--- config.mk ---
export PLATFORM = sky130hd
export DESIGN_NAME = weighted_run_queue_sort_core
export DESIGN_NICKNAME = d
export VERILOG_FILES = /design/src/hw/rtl/wrqs_pkg.sv /design/src/hw/rtl/wrqs_ctrl.sv /design/src/hw/rtl/wrqs_dp.sv /design/src/hw/rtl/weighted_run_queue_sort_core.sv
export SDC_FILE = /design/constraint.sdc
export NUM_CORES = 2
export LEC_CHECK = 0
export ABC_AREA = 1
export BUFFER_PORTS_ARGS = -buffer_cell sky130_fd_sc_hd__buf_2
export CORE_ASPECT_RATIO = 0.7
export CORE_MARGIN = 2
export CORE_UTILIZATION = 40
export DETAILED_ROUTE_END_ITERATION = 8
export PLACE_DENSITY = 0.54
export SYNTH_ARGS = -nofsm -noshare
export SYNTH_HDL_FRONTEND = slang
export SYNTH_SLANG_ARGS = --single-unit
--- constraint.sdc ---
create_clock -name clk_i -period 5.5 [get_ports clk_i]
set_input_delay 0.55 -clock clk_i [delete_from_list [all_inputs] [get_ports clk_i]]
set_output_delay 0.55 -clock clk_i [all_outputs]
set_load 0.02 [all_outputs]
--- src/hw/rtl/wrqs_pkg.sv ---
// ----------------------------------------------------------------------------
// Weighted run queue sort: package
// Sizes, field types, operation and status codes, and controller commands.
// ----------------------------------------------------------------------------
package wrqs_pkg;

  // Queue depth and derived widths
  localparam int DEPTH   = 16;
  localparam int CNT_W   = $clog2(DEPTH + 1);
  localparam int PASS_W  = $clog2(DEPTH);
  localparam int COUNT_W = 5;
  localparam int ID_W    = 8;
  localparam int WT_W    = 16;
  localparam int OP_W    = 2;

  typedef logic [CNT_W-1:0]   cnt_t;
  typedef logic [PASS_W-1:0]  pass_t;
  typedef logic [COUNT_W-1:0] count_t;
  typedef logic [ID_W-1:0]    id_t;
  typedef logic [WT_W-1:0]    wt_t;

  localparam cnt_t  CNT_FULL  = cnt_t'(DEPTH);
  localparam pass_t LAST_PASS = pass_t'(DEPTH - 1);

  // Request operation codes
  typedef enum logic [OP_W-1:0] {
    OP_ENQUEUE = 2'd0,
    OP_DEQUEUE = 2'd1,
    OP_SORT    = 2'd2
  } op_e;

  // Result status codes
  typedef enum logic [1:0] {
    ST_OK    = 2'd0,
    ST_EMPTY = 2'd1,
    ST_FULL  = 2'd2
  } status_e;

  // Controller to datapath
  typedef struct packed {
    logic exec;       // run enqueue, dequeue or no-op and load its result
    logic pass_en;    // run one odd-even transposition pass
    logic pass_odd;   // pass works on pairs starting at odd positions
    logic sort_done;  // load the result of a finished sort
  } cmd_t;

  // Datapath to controller
  typedef struct packed {
    logic count_lt2;  // fewer than two entries, nothing to sort
  } stat_t;

endpackage

--- src/hw/rtl/wrqs_ctrl.sv ---
// ----------------------------------------------------------------------------
// Weighted run queue sort: controller
// Request handshake, sort pass sequencing and result valid tracking.
// ----------------------------------------------------------------------------
module wrqs_ctrl (
  input  logic              clk_i,
  input  logic              rst_ni,
  input  logic              in_valid_i,
  output logic              in_ready_o,
  input  logic [1:0]        operation_i,
  output logic              out_valid_o,
  input  logic              out_ready_i,
  input  wrqs_pkg::stat_t   stat_i,
  output wrqs_pkg::cmd_t    cmd_o
);

  typedef enum logic [1:0] {
    S_IDLE = 2'b01,
    S_SORT = 2'b10
  } state_e;

  state_e          state_q, state_d;
  wrqs_pkg::pass_t pass_q, pass_d;
  logic            out_valid_q, out_valid_d;
  logic            accept;

  // Take a request only when idle and the result slot is free or draining
  assign in_ready_o  = (state_q == S_IDLE) && (!out_valid_q || out_ready_i);
  assign accept      = in_valid_i && in_ready_o;
  assign out_valid_o = out_valid_q;

  // Sequence requests and sort passes
  always_comb begin
    state_d          = state_q;
    pass_d           = pass_q;
    cmd_o            = '0;
    cmd_o.pass_odd   = pass_q[0];
    case (state_q)
      S_IDLE: begin
        if (accept) begin
          if (operation_i == wrqs_pkg::OP_SORT) begin
            if (stat_i.count_lt2) begin
              cmd_o.sort_done = 1'b1;
            end else begin
              state_d = S_SORT;
              pass_d  = '0;
            end
          end else begin
            cmd_o.exec = 1'b1;
          end
        end
      end
      S_SORT: begin
        cmd_o.pass_en = 1'b1;
        pass_d        = pass_q + 1'b1;
        if (pass_q == wrqs_pkg::LAST_PASS) begin
          cmd_o.sort_done = 1'b1;
          state_d         = S_IDLE;
        end
      end
      default: begin
        state_d = S_IDLE;
      end
    endcase
  end

  // Drop the result when taken, raise it when a new one loads
  always_comb begin
    out_valid_d = out_valid_q;
    if (out_ready_i) begin
      out_valid_d = 1'b0;
    end
    if (cmd_o.exec || cmd_o.sort_done) begin
      out_valid_d = 1'b1;
    end
  end

  always_ff @(posedge clk_i or negedge rst_ni) begin
    if (!rst_ni) begin
      state_q     <= S_IDLE;
      pass_q      <= '0;
      out_valid_q <= 1'b0;
    end else begin
      state_q     <= state_d;
      pass_q      <= pass_d;
      out_valid_q <= out_valid_d;
    end
  end

endmodule

--- src/hw/rtl/wrqs_dp.sv ---
// ----------------------------------------------------------------------------
// Weighted run queue sort: datapath
// Entry shift line, compare-swap network for one transposition pass, and
// the result register.
// ----------------------------------------------------------------------------
module wrqs_dp (
  input  logic              clk_i,
  input  logic              rst_ni,
  input  wrqs_pkg::cmd_t    cmd_i,
  output wrqs_pkg::stat_t   stat_o,
  input  logic [1:0]        operation_i,
  input  logic [7:0]        thread_id_i,
  input  logic [15:0]       weight_i,
  output logic [1:0]        status_o,
  output logic [7:0]        out_thread_id_o,
  output logic [15:0]       out_weight_o,
  output logic [4:0]        count_o
);

  wrqs_pkg::id_t   ids_q [wrqs_pkg::DEPTH];
  wrqs_pkg::id_t   ids_d [wrqs_pkg::DEPTH];
  wrqs_pkg::wt_t   wts_q [wrqs_pkg::DEPTH];
  wrqs_pkg::wt_t   wts_d [wrqs_pkg::DEPTH];
  wrqs_pkg::cnt_t  cnt_q, cnt_d;

  wrqs_pkg::status_e res_status_q, res_status_d;
  wrqs_pkg::id_t     res_id_q, res_id_d;
  wrqs_pkg::wt_t     res_wt_q, res_wt_d;
  wrqs_pkg::count_t  res_count_q, res_count_d;
  logic              res_load;

  assign stat_o.count_lt2 = (cnt_q < wrqs_pkg::cnt_t'(2));

  // Update the entry list and build the result
  always_comb begin
    ids_d        = ids_q;
    wts_d        = wts_q;
    cnt_d        = cnt_q;
    res_status_d = wrqs_pkg::ST_OK;
    res_id_d     = '0;
    res_wt_d     = '0;
    res_load     = cmd_i.exec || cmd_i.sort_done;

    if (cmd_i.exec) begin
      case (operation_i)
        wrqs_pkg::OP_ENQUEUE: begin
          if (cnt_q == wrqs_pkg::CNT_FULL) begin
            res_status_d = wrqs_pkg::ST_FULL;
          end else begin
            // Shift toward the back, insert at the front
            for (int i = 1; i < wrqs_pkg::DEPTH; i++) begin
              ids_d[i] = ids_q[i-1];
              wts_d[i] = wts_q[i-1];
            end
            ids_d[0] = thread_id_i;
            wts_d[0] = weight_i;
            cnt_d    = cnt_q + 1'b1;
          end
        end
        wrqs_pkg::OP_DEQUEUE: begin
          if (cnt_q == '0) begin
            res_status_d = wrqs_pkg::ST_EMPTY;
          end else begin
            // Return the front and advance the rest
            res_id_d = ids_q[0];
            res_wt_d = wts_q[0];
            for (int i = 1; i < wrqs_pkg::DEPTH; i++) begin
              ids_d[i-1] = ids_q[i];
              wts_d[i-1] = wts_q[i];
            end
            cnt_d = cnt_q - 1'b1;
          end
        end
        default: begin
          res_status_d = wrqs_pkg::ST_OK;
        end
      endcase
    end

    // One transposition pass: swap held neighbors only when strictly out
    // of order, so equal weights never cross
    if (cmd_i.pass_en) begin
      for (int j = 0; j < wrqs_pkg::DEPTH - 1; j++) begin
        if ((j[0] == cmd_i.pass_odd) &&
            (wrqs_pkg::cnt_t'(j + 1) < cnt_q) &&
            (wts_q[j] > wts_q[j+1])) begin
          ids_d[j]   = ids_q[j+1];
          wts_d[j]   = wts_q[j+1];
          ids_d[j+1] = ids_q[j];
          wts_d[j+1] = wts_q[j];
        end
      end
    end

    res_count_d = wrqs_pkg::count_t'(cnt_d);
  end

  // Entries and result payload
  always_ff @(posedge clk_i) begin
    ids_q <= ids_d;
    wts_q <= wts_d;
    if (res_load) begin
      res_status_q <= res_status_d;
      res_id_q     <= res_id_d;
      res_wt_q     <= res_wt_d;
      res_count_q  <= res_count_d;
    end
  end

  // Entry count
  always_ff @(posedge clk_i or negedge rst_ni) begin
    if (!rst_ni) begin
      cnt_q <= '0;
    end else begin
      cnt_q <= cnt_d;
    end
  end

  assign status_o        = res_status_q;
  assign out_thread_id_o = res_id_q;
  assign out_weight_o    = res_wt_q;
  assign count_o         = res_count_q;

endmodule

--- src/hw/rtl/weighted_run_queue_sort_core.sv ---
// ----------------------------------------------------------------------------
// Weighted run queue sort core
// Run queue of thread ids and Q4.12 weights with front enqueue, front
// dequeue and a stable sort by ascending weight.
//
//   Channel | Direction | Handshake              | Payload
//   --------+-----------+------------------------+---------------------------
//   in      | input     | in_valid_i/in_ready_o  | operation, thread_id, weight
//   out     | output    | out_valid_o/out_ready_i| status, out_thread_id,
//           |           |                        | out_weight, count
//
// Enqueue, dequeue and unused codes: result in the cycle after the request.
// Sort: DEPTH transposition passes of the compare-swap network, one per
// cycle, with the result loaded together with the last pass (in the cycle
// after the request when fewer than two entries are held).
// A new request is taken when idle and the result register is free or is
// being drained in the same cycle; a stalled result holds the next request.
// Reset clears the entry count and control; entries hold no reset value.
// ----------------------------------------------------------------------------
module weighted_run_queue_sort_core (
  input  logic        clk_i,
  input  logic        rst_ni,
  input  logic        in_valid_i,
  output logic        in_ready_o,
  input  logic [1:0]  operation_i,
  input  logic [7:0]  thread_id_i,
  input  logic [15:0] weight_i,
  output logic        out_valid_o,
  input  logic        out_ready_i,
  output logic [1:0]  status_o,
  output logic [7:0]  out_thread_id_o,
  output logic [15:0] out_weight_o,
  output logic [4:0]  count_o
);

  wrqs_pkg::cmd_t  cmd;
  wrqs_pkg::stat_t stat;

  // Request sequencing
  wrqs_ctrl u_ctrl (
    .clk_i       (clk_i),
    .rst_ni      (rst_ni),
    .in_valid_i  (in_valid_i),
    .in_ready_o  (in_ready_o),
    .operation_i (operation_i),
    .out_valid_o (out_valid_o),
    .out_ready_i (out_ready_i),
    .stat_i      (stat),
    .cmd_o       (cmd)
  );

  // Entry storage and result
  wrqs_dp u_dp (
    .clk_i           (clk_i),
    .rst_ni          (rst_ni),
    .cmd_i           (cmd),
    .stat_o          (stat),
    .operation_i     (operation_i),
    .thread_id_i     (thread_id_i),
    .weight_i        (weight_i),
    .status_o        (status_o),
    .out_thread_id_o (out_thread_id_o),
    .out_weight_o    (out_weight_o),
    .count_o         (count_o)
  );

endmodule

==> Yosys cells after proc, flatten, opt, wreduce, memory -nomap -nowiden <==
Cells that the tools add are included.
{ "totals": {"output_inout_bits": 33, "register_bits": 427, "elab_cells": 204, "in_bits": 30} }
{ "classes": {"order_cmp": 31, "n_addsub": 3, "eq_ne": 10, "reduce_logical": 42, "n_bitwise": 3, "muxes": 75} }
{ "ops": {"columns": ["cell", "n"], "rows": [
  ["$mux 256", 3],
  ["$mux 32", 18],
  ["$pmux 240 s2", 1],
  ["$mux 128", 3],
  ["$mux 16", 19],
  ["$gt 16x16->1", 15],
  ["$mux 240", 1],
  ["$pmux 120 s2", 1],
  ["$mux 120", 1],
  ["$lt 4x5->1 const A", 8],
  ["$logic_and 1x1->1", 32],
  ["$lt 3x5->1 const A", 4],
  ["$mux 5", 3],
  ["$mux 4", 3],
  ["$mux 1", 11],
  ["$lt 2x5->1 const A", 2],
  ["$mux 2", 5],
  ["$pmux 5 s2", 1],
  ["$mux 8", 1],
  ["$pmux 2 s2", 2],
  ["$pmux 4 s2", 1],
  ["$reduce_and 4->1", 2],
  ["$add 5x1->5 const B", 1],
  ["$eq 5x5->1 const B", 1],
  ["other kinds (17)", 25]
]} }

==> Depth between registers and ports, before layout <==
{ "logic_depth": {"depth_word": 26, "ltp_mapped": 18, "mapped_depth_nobuf": 16} }

==> Cells and area by module <==
A second synthesis with hierarchy kept.
{ "hier_totals": {"cells_unflattened": 6339, "area_unflattened_um2": 37891.3} }
{ "by_module_without_submodules": {"columns": ["module", "cells_per_inst", "instances", "seq_area_each_um2", "area_per_inst_um2"], "rows": [
  ["wrqs_dp", 6263, 1, 8743.4, 37357.1],
  ["wrqs_ctrl", 76, 1, 176.4, 534.3]
]} }

==> Worst setup path after synthesis <==
OpenSTA, ideal clock, no wires.
{ "synth_timing": {"path_kind": "reg-to-reg", "startpoint": "register u_ctrl.state_q[0]", "endpoint": "register u_dp.res_count_q[0] (netlist: u_dp.count_o[0]) (enable)", "synth_period_minus_slack_ns": 2.403, "path_buffers": 0, "stages_incl_launch_ff": 10, "setup_slack_ns": 3.097, "arrival_ns": 2.017, "required_ns": 5.114, "setup_time_ns": 0.386, "cell_sequence": "dfstp_2 -> ha_1 -> inv_2 -> nor2_4 -> nand2_4 -> nor2_1 -> nand2_1 -> o21ai_0 -> a21oi_1 -> inv_1"} }
{ "synth_via": {"elab_chain_cells": 6, "word_cells_on_any_way": 9, "cone_classes": "2 x eq/ne; 4 x mux; 3 x reduce/logical"} }
{ "synth_rtl": {"columns": ["item", "line_no", "text"], "rows": [
  ["start: declaration", "wrqs_ctrl.sv:22", "state_e state_q, state_d;"],
  ["start signal: assignment", "wrqs_ctrl.sv:84", "state_q <= state_d;"],
  ["$eq 2x1->1 *", "wrqs_ctrl.sv:28", "assign in_ready_o = (state_q == S_IDLE) && (!out_valid_q || out_ready_i);"],
  ["$logic_and 1x1->1 *", "wrqs_ctrl.sv:28", null],
  ["net in_ready_o", "weighted_run_queue_sort_core.sv:24", "output logic in_ready_o,"],
  ["$logic_and 1x1->1 *", "wrqs_ctrl.sv:29", "assign accept = in_valid_i && in_ready_o;"],
  ["$mux 1", "wrqs_ctrl.sv:40", "if (accept) begin"],
  ["$pmux 1 s2 / $mux 1 (equally long branches)", "wrqs_ctrl.sv:38", "case (state_q)"],
  ["$logic_or 1x1->1 *", "wrqs_dp.sv:42", "res_load = cmd_i.exec || cmd_i.sort_done;"],
  ["end signal: assignment", "wrqs_dp.sv:106", "res_count_q <= res_count_d;"],
  ["end: declaration", "wrqs_dp.sv:29", "wrqs_pkg::count_t res_count_q, res_count_d;"]
]} }
The timed path passes the listed nets; every way through them passes the cells marked *.
A chain may end at the register's enable or synchronous reset.

==> out/results.txt <==
clock sinks: 427
Peak Freq: 0.270 GHz
root buf cell: clkbuf_16
Pwr Total: 28.1 mW
Min Hold Slack: 0.101 ns
Finish-stage setup viols: 0
GPL Wtd Cong: 0.858
multiplexer share of the synthesized area: 0.000263
Slew headroom: 0.262
peak supply drop: 0.000393 V
Synth Cell Area: 0.0381 sq mm
Initial Util: 0.404
Die X: 373 um
leakage: 23.0 nW
number of synthesized register bits: 427
Worst path slowest cell: nand2_4
Vias/cell: 5.42
post-synth top area share: 0.225
Most Crowded Layer GR: met1
DIE AREA: 0.0977 sq mm
Setup WS post-layout: 1.80 ns
crit path max fanout: 53
Synth Area in Compound Gates: 0.0955
most frequent cell after synthesis: nand2_1
Ant. Diodes: 0
most frequent cells after synthesis: nand2_1, nand3_1, inv_1
FP Rows: 94
Netlist cell types: 42
Bufs and invs on worst path: 3
Post-CTS Setup Repair Bufs: 0
clk buf depth: 3
via count: 42,369
Post-DP Area: 0.0390 sq mm
DR WL/cell: 17.8 um
Seq/Total Area, Yosys: 0.234
clock buffer count from CTS: 53
setup TNS: 0 ns
Area contributors post-synth: nand2_1, dfxtp_1, nand3_1
CP Cell Sequence: inv_1 > ha_1 > nand3_1 > nand2_4 > nand2_1 > nand2_4 > buf_4 > nand2_1 > nand2_1 > inv_1 > nand2_1 > nand3_1 > a21oi_1
initial drt markers: 4,288
met1 usage: 0.434
Min-Delay Path Class: primary input to register
post-CTS resize count: 0
Slew Limit Fails: 0
fin crit period: 3.70 ns
global-route wire length before repair: 222,000 um
met2 usage: 0.397
post-route ant nets: 0
DIE HEIGHT: 262 um
Synth Area in XOR/XNOR: 0.00115
Reg clk slew, reported paths: 0.06 ns
GRT met3 Usage: 0.0404
Post-synth EDFFs: 31
P per Cell Area: 689 mW/mm^2
largest family of logic cells by synthesized area: simple AND/OR/NAND/NOR gates
initial antenna violation count: 3
Largest delay share family, worst path: simple AND/OR/NAND/NOR gates
critical path capture point type: register
design area: 0.0408 sq mm
Synth Area in Adders: 0.0815
Final Non-Filler Cells: 7,811
syn nets: 7,035
Skew-Pair Late Insertion Delay: 0.66 ns
H-Tree Depth: 2
Largest stage delay, worst path: 0.68 ns
critical path launch point type: register
async set-reset flop share out of synthesis: 0.0281
sequential cell area: 0.00892 sq mm
post-DP HPWL: 91,100 um
crit path DAT: 4.27 ns
final hold vios: 0
CTS tree: done
fillers: 10,249
WS Path Type: register to register
run status: completed
fin crit share: 0.673
drt pass-1 iters: 8
multi-input combinational cell area: 0.0238 sq mm
vias in the first global route: 38,700
Layout Utilization: 0.433
Core Area: 0.0942 sq mm
post-synthesis instance total: 6,757
pin count of the biggest net entering global routing: 171
fraction of layout cells with a size suffix above 1: 0.0427
simple-gate portion of the synthesized area: 0.444
Placed Instances: 7,710
cts hold-fix bufs: 1
DRC viols: 0
Synth-to-Final Area Change: 7.16%
Most common cell on crit path: nand2_1
skew final: 0.0379 ns
area leader, netlist: nand2_1
Synth Warn #: 0
Max-Cap Viols: 0
ys flop type: dfxtp_1
drt total wl: 139,000 um
worst-margin pin slew: 1.10 ns
Avg Synthesized Cell Area: 5.64 sq um
Total GRT Usage: 0.278
CP required: 6.07 ns
Congestion Overflow GR: 0
worst slack, placed: 1.86 ns
RSZ-0062 raised after global routing: no
nets: 6,796
port buffer count: 62
I/O pin cnt: 63
==> layer usage <==
| metal | routed length, um | vias to the layer above |
|---|---|---|
| li1 | - | 21040 |
| met1 | 71600 | 19763 |
| met5 | 0 | - |
| met3 | 10900 | 117 |
| met4 | 2340 | 0 |
| met2 | 54200 | 1449 |
==> cell families after synthesis <==
| group | count (synthesis) |
|---|---|
| xor+xnor | 5 |
| compound gates | 687 |
| fa+ha+maj | 248 |
| buf+inv | 1388 |
| flops | 427 |
| simple gates | 4001 |
| mux | 1 |
==> layout make-up <==
cell class	instances	share of cell area
repair buffers	147	0.0273
clock inverters	35	0.00972
flip-flops and latches	427	0.219
clock buffers	65	0.0348
inverters	947	0.0874
well taps	1248	0.0383
multi-input cells	4942	0.584
==> report_power, final <==
group	switching, mW	internal [mW]	leakage [nW]	total, mW
Sequential	2.34	4.65	3.66	6.99
Clock	1.66	2.21	0.905	3.87
Combinational	11.8	5.46	18.4	17.3
Total	15.8	12.3	23.0	28.1
==> flip-flops by register name (all words and copies together) (netlist names) <==
| register | cells |
|---|---|
| u_ctrl.pass_q | 4 |
| u_ctrl.state_q | 2 |
| u_dp.out_thread_id_o | 8 |
| u_dp.ids_q | 128 |
| u_ctrl.out_valid_o | 1 |
| u_dp.cnt_q | 5 |
| u_dp.out_weight_o | 16 |
| u_dp.count_o | 5 |
| u_dp.wts_q | 256 |
| u_dp.status_o | 2 |
==> final timing paths <==
kind | from | to | slack, ns | cells after the start
max | u_dp.cnt_q[0]$_DFF_PN0_ | u_dp.wts_q[107]$_DFF_P_ | 1.80 | 13
min | out_ready_i | u_ctrl.out_valid_o$_DFFE_PN0P_ | 0.10 | 2
max reg2reg | u_dp.cnt_q[0]$_DFF_PN0_ | u_dp.wts_q[107]$_DFF_P_ | 1.80 | 13
min reg2reg | u_dp.ids_q[0]$_DFF_P_ | u_dp.ids_q[0]$_DFF_P_ | 0.50 | 2
max in group asynchronous | rst_ni | u_ctrl.state_q[0]$_DFFE_PN1P_ | 4.84 | 2
min in group asynchronous | rst_ni | u_ctrl.out_valid_o$_DFFE_PN0P_ | 0.34 | 2
==> cell usage in the layout (no fill, tap or decap), drive strengths merged, types with 2 or more instances in the layout <==
| cell type | instances |
|---|---|
| nand2 | 2288 |
| nand3 | 1411 |
| inv | 948 |
| dfxtp | 384 |
| o21ai | 358 |
| nor2 | 269 |
| a21oi | 259 |
| ha | 248 |
| buf | 146 |
| clkbuf | 65 |
| edfxtp | 31 |
| o21bai | 28 |
| clkinv | 25 |
| nand4 | 18 |
| a22oi | 15 |
| a21o | 13 |
| dfrtp | 11 |
| nor3 | 8 |
| bufinv | 8 |
| o21a | 5 |
| nand3b | 5 |
| o211ai | 4 |
| xor2 | 3 |
| xnor2 | 2 |
| a31oi | 2 |
| nor4 | 2 |
No activity file was read; power rests on OpenSTA's default activity.
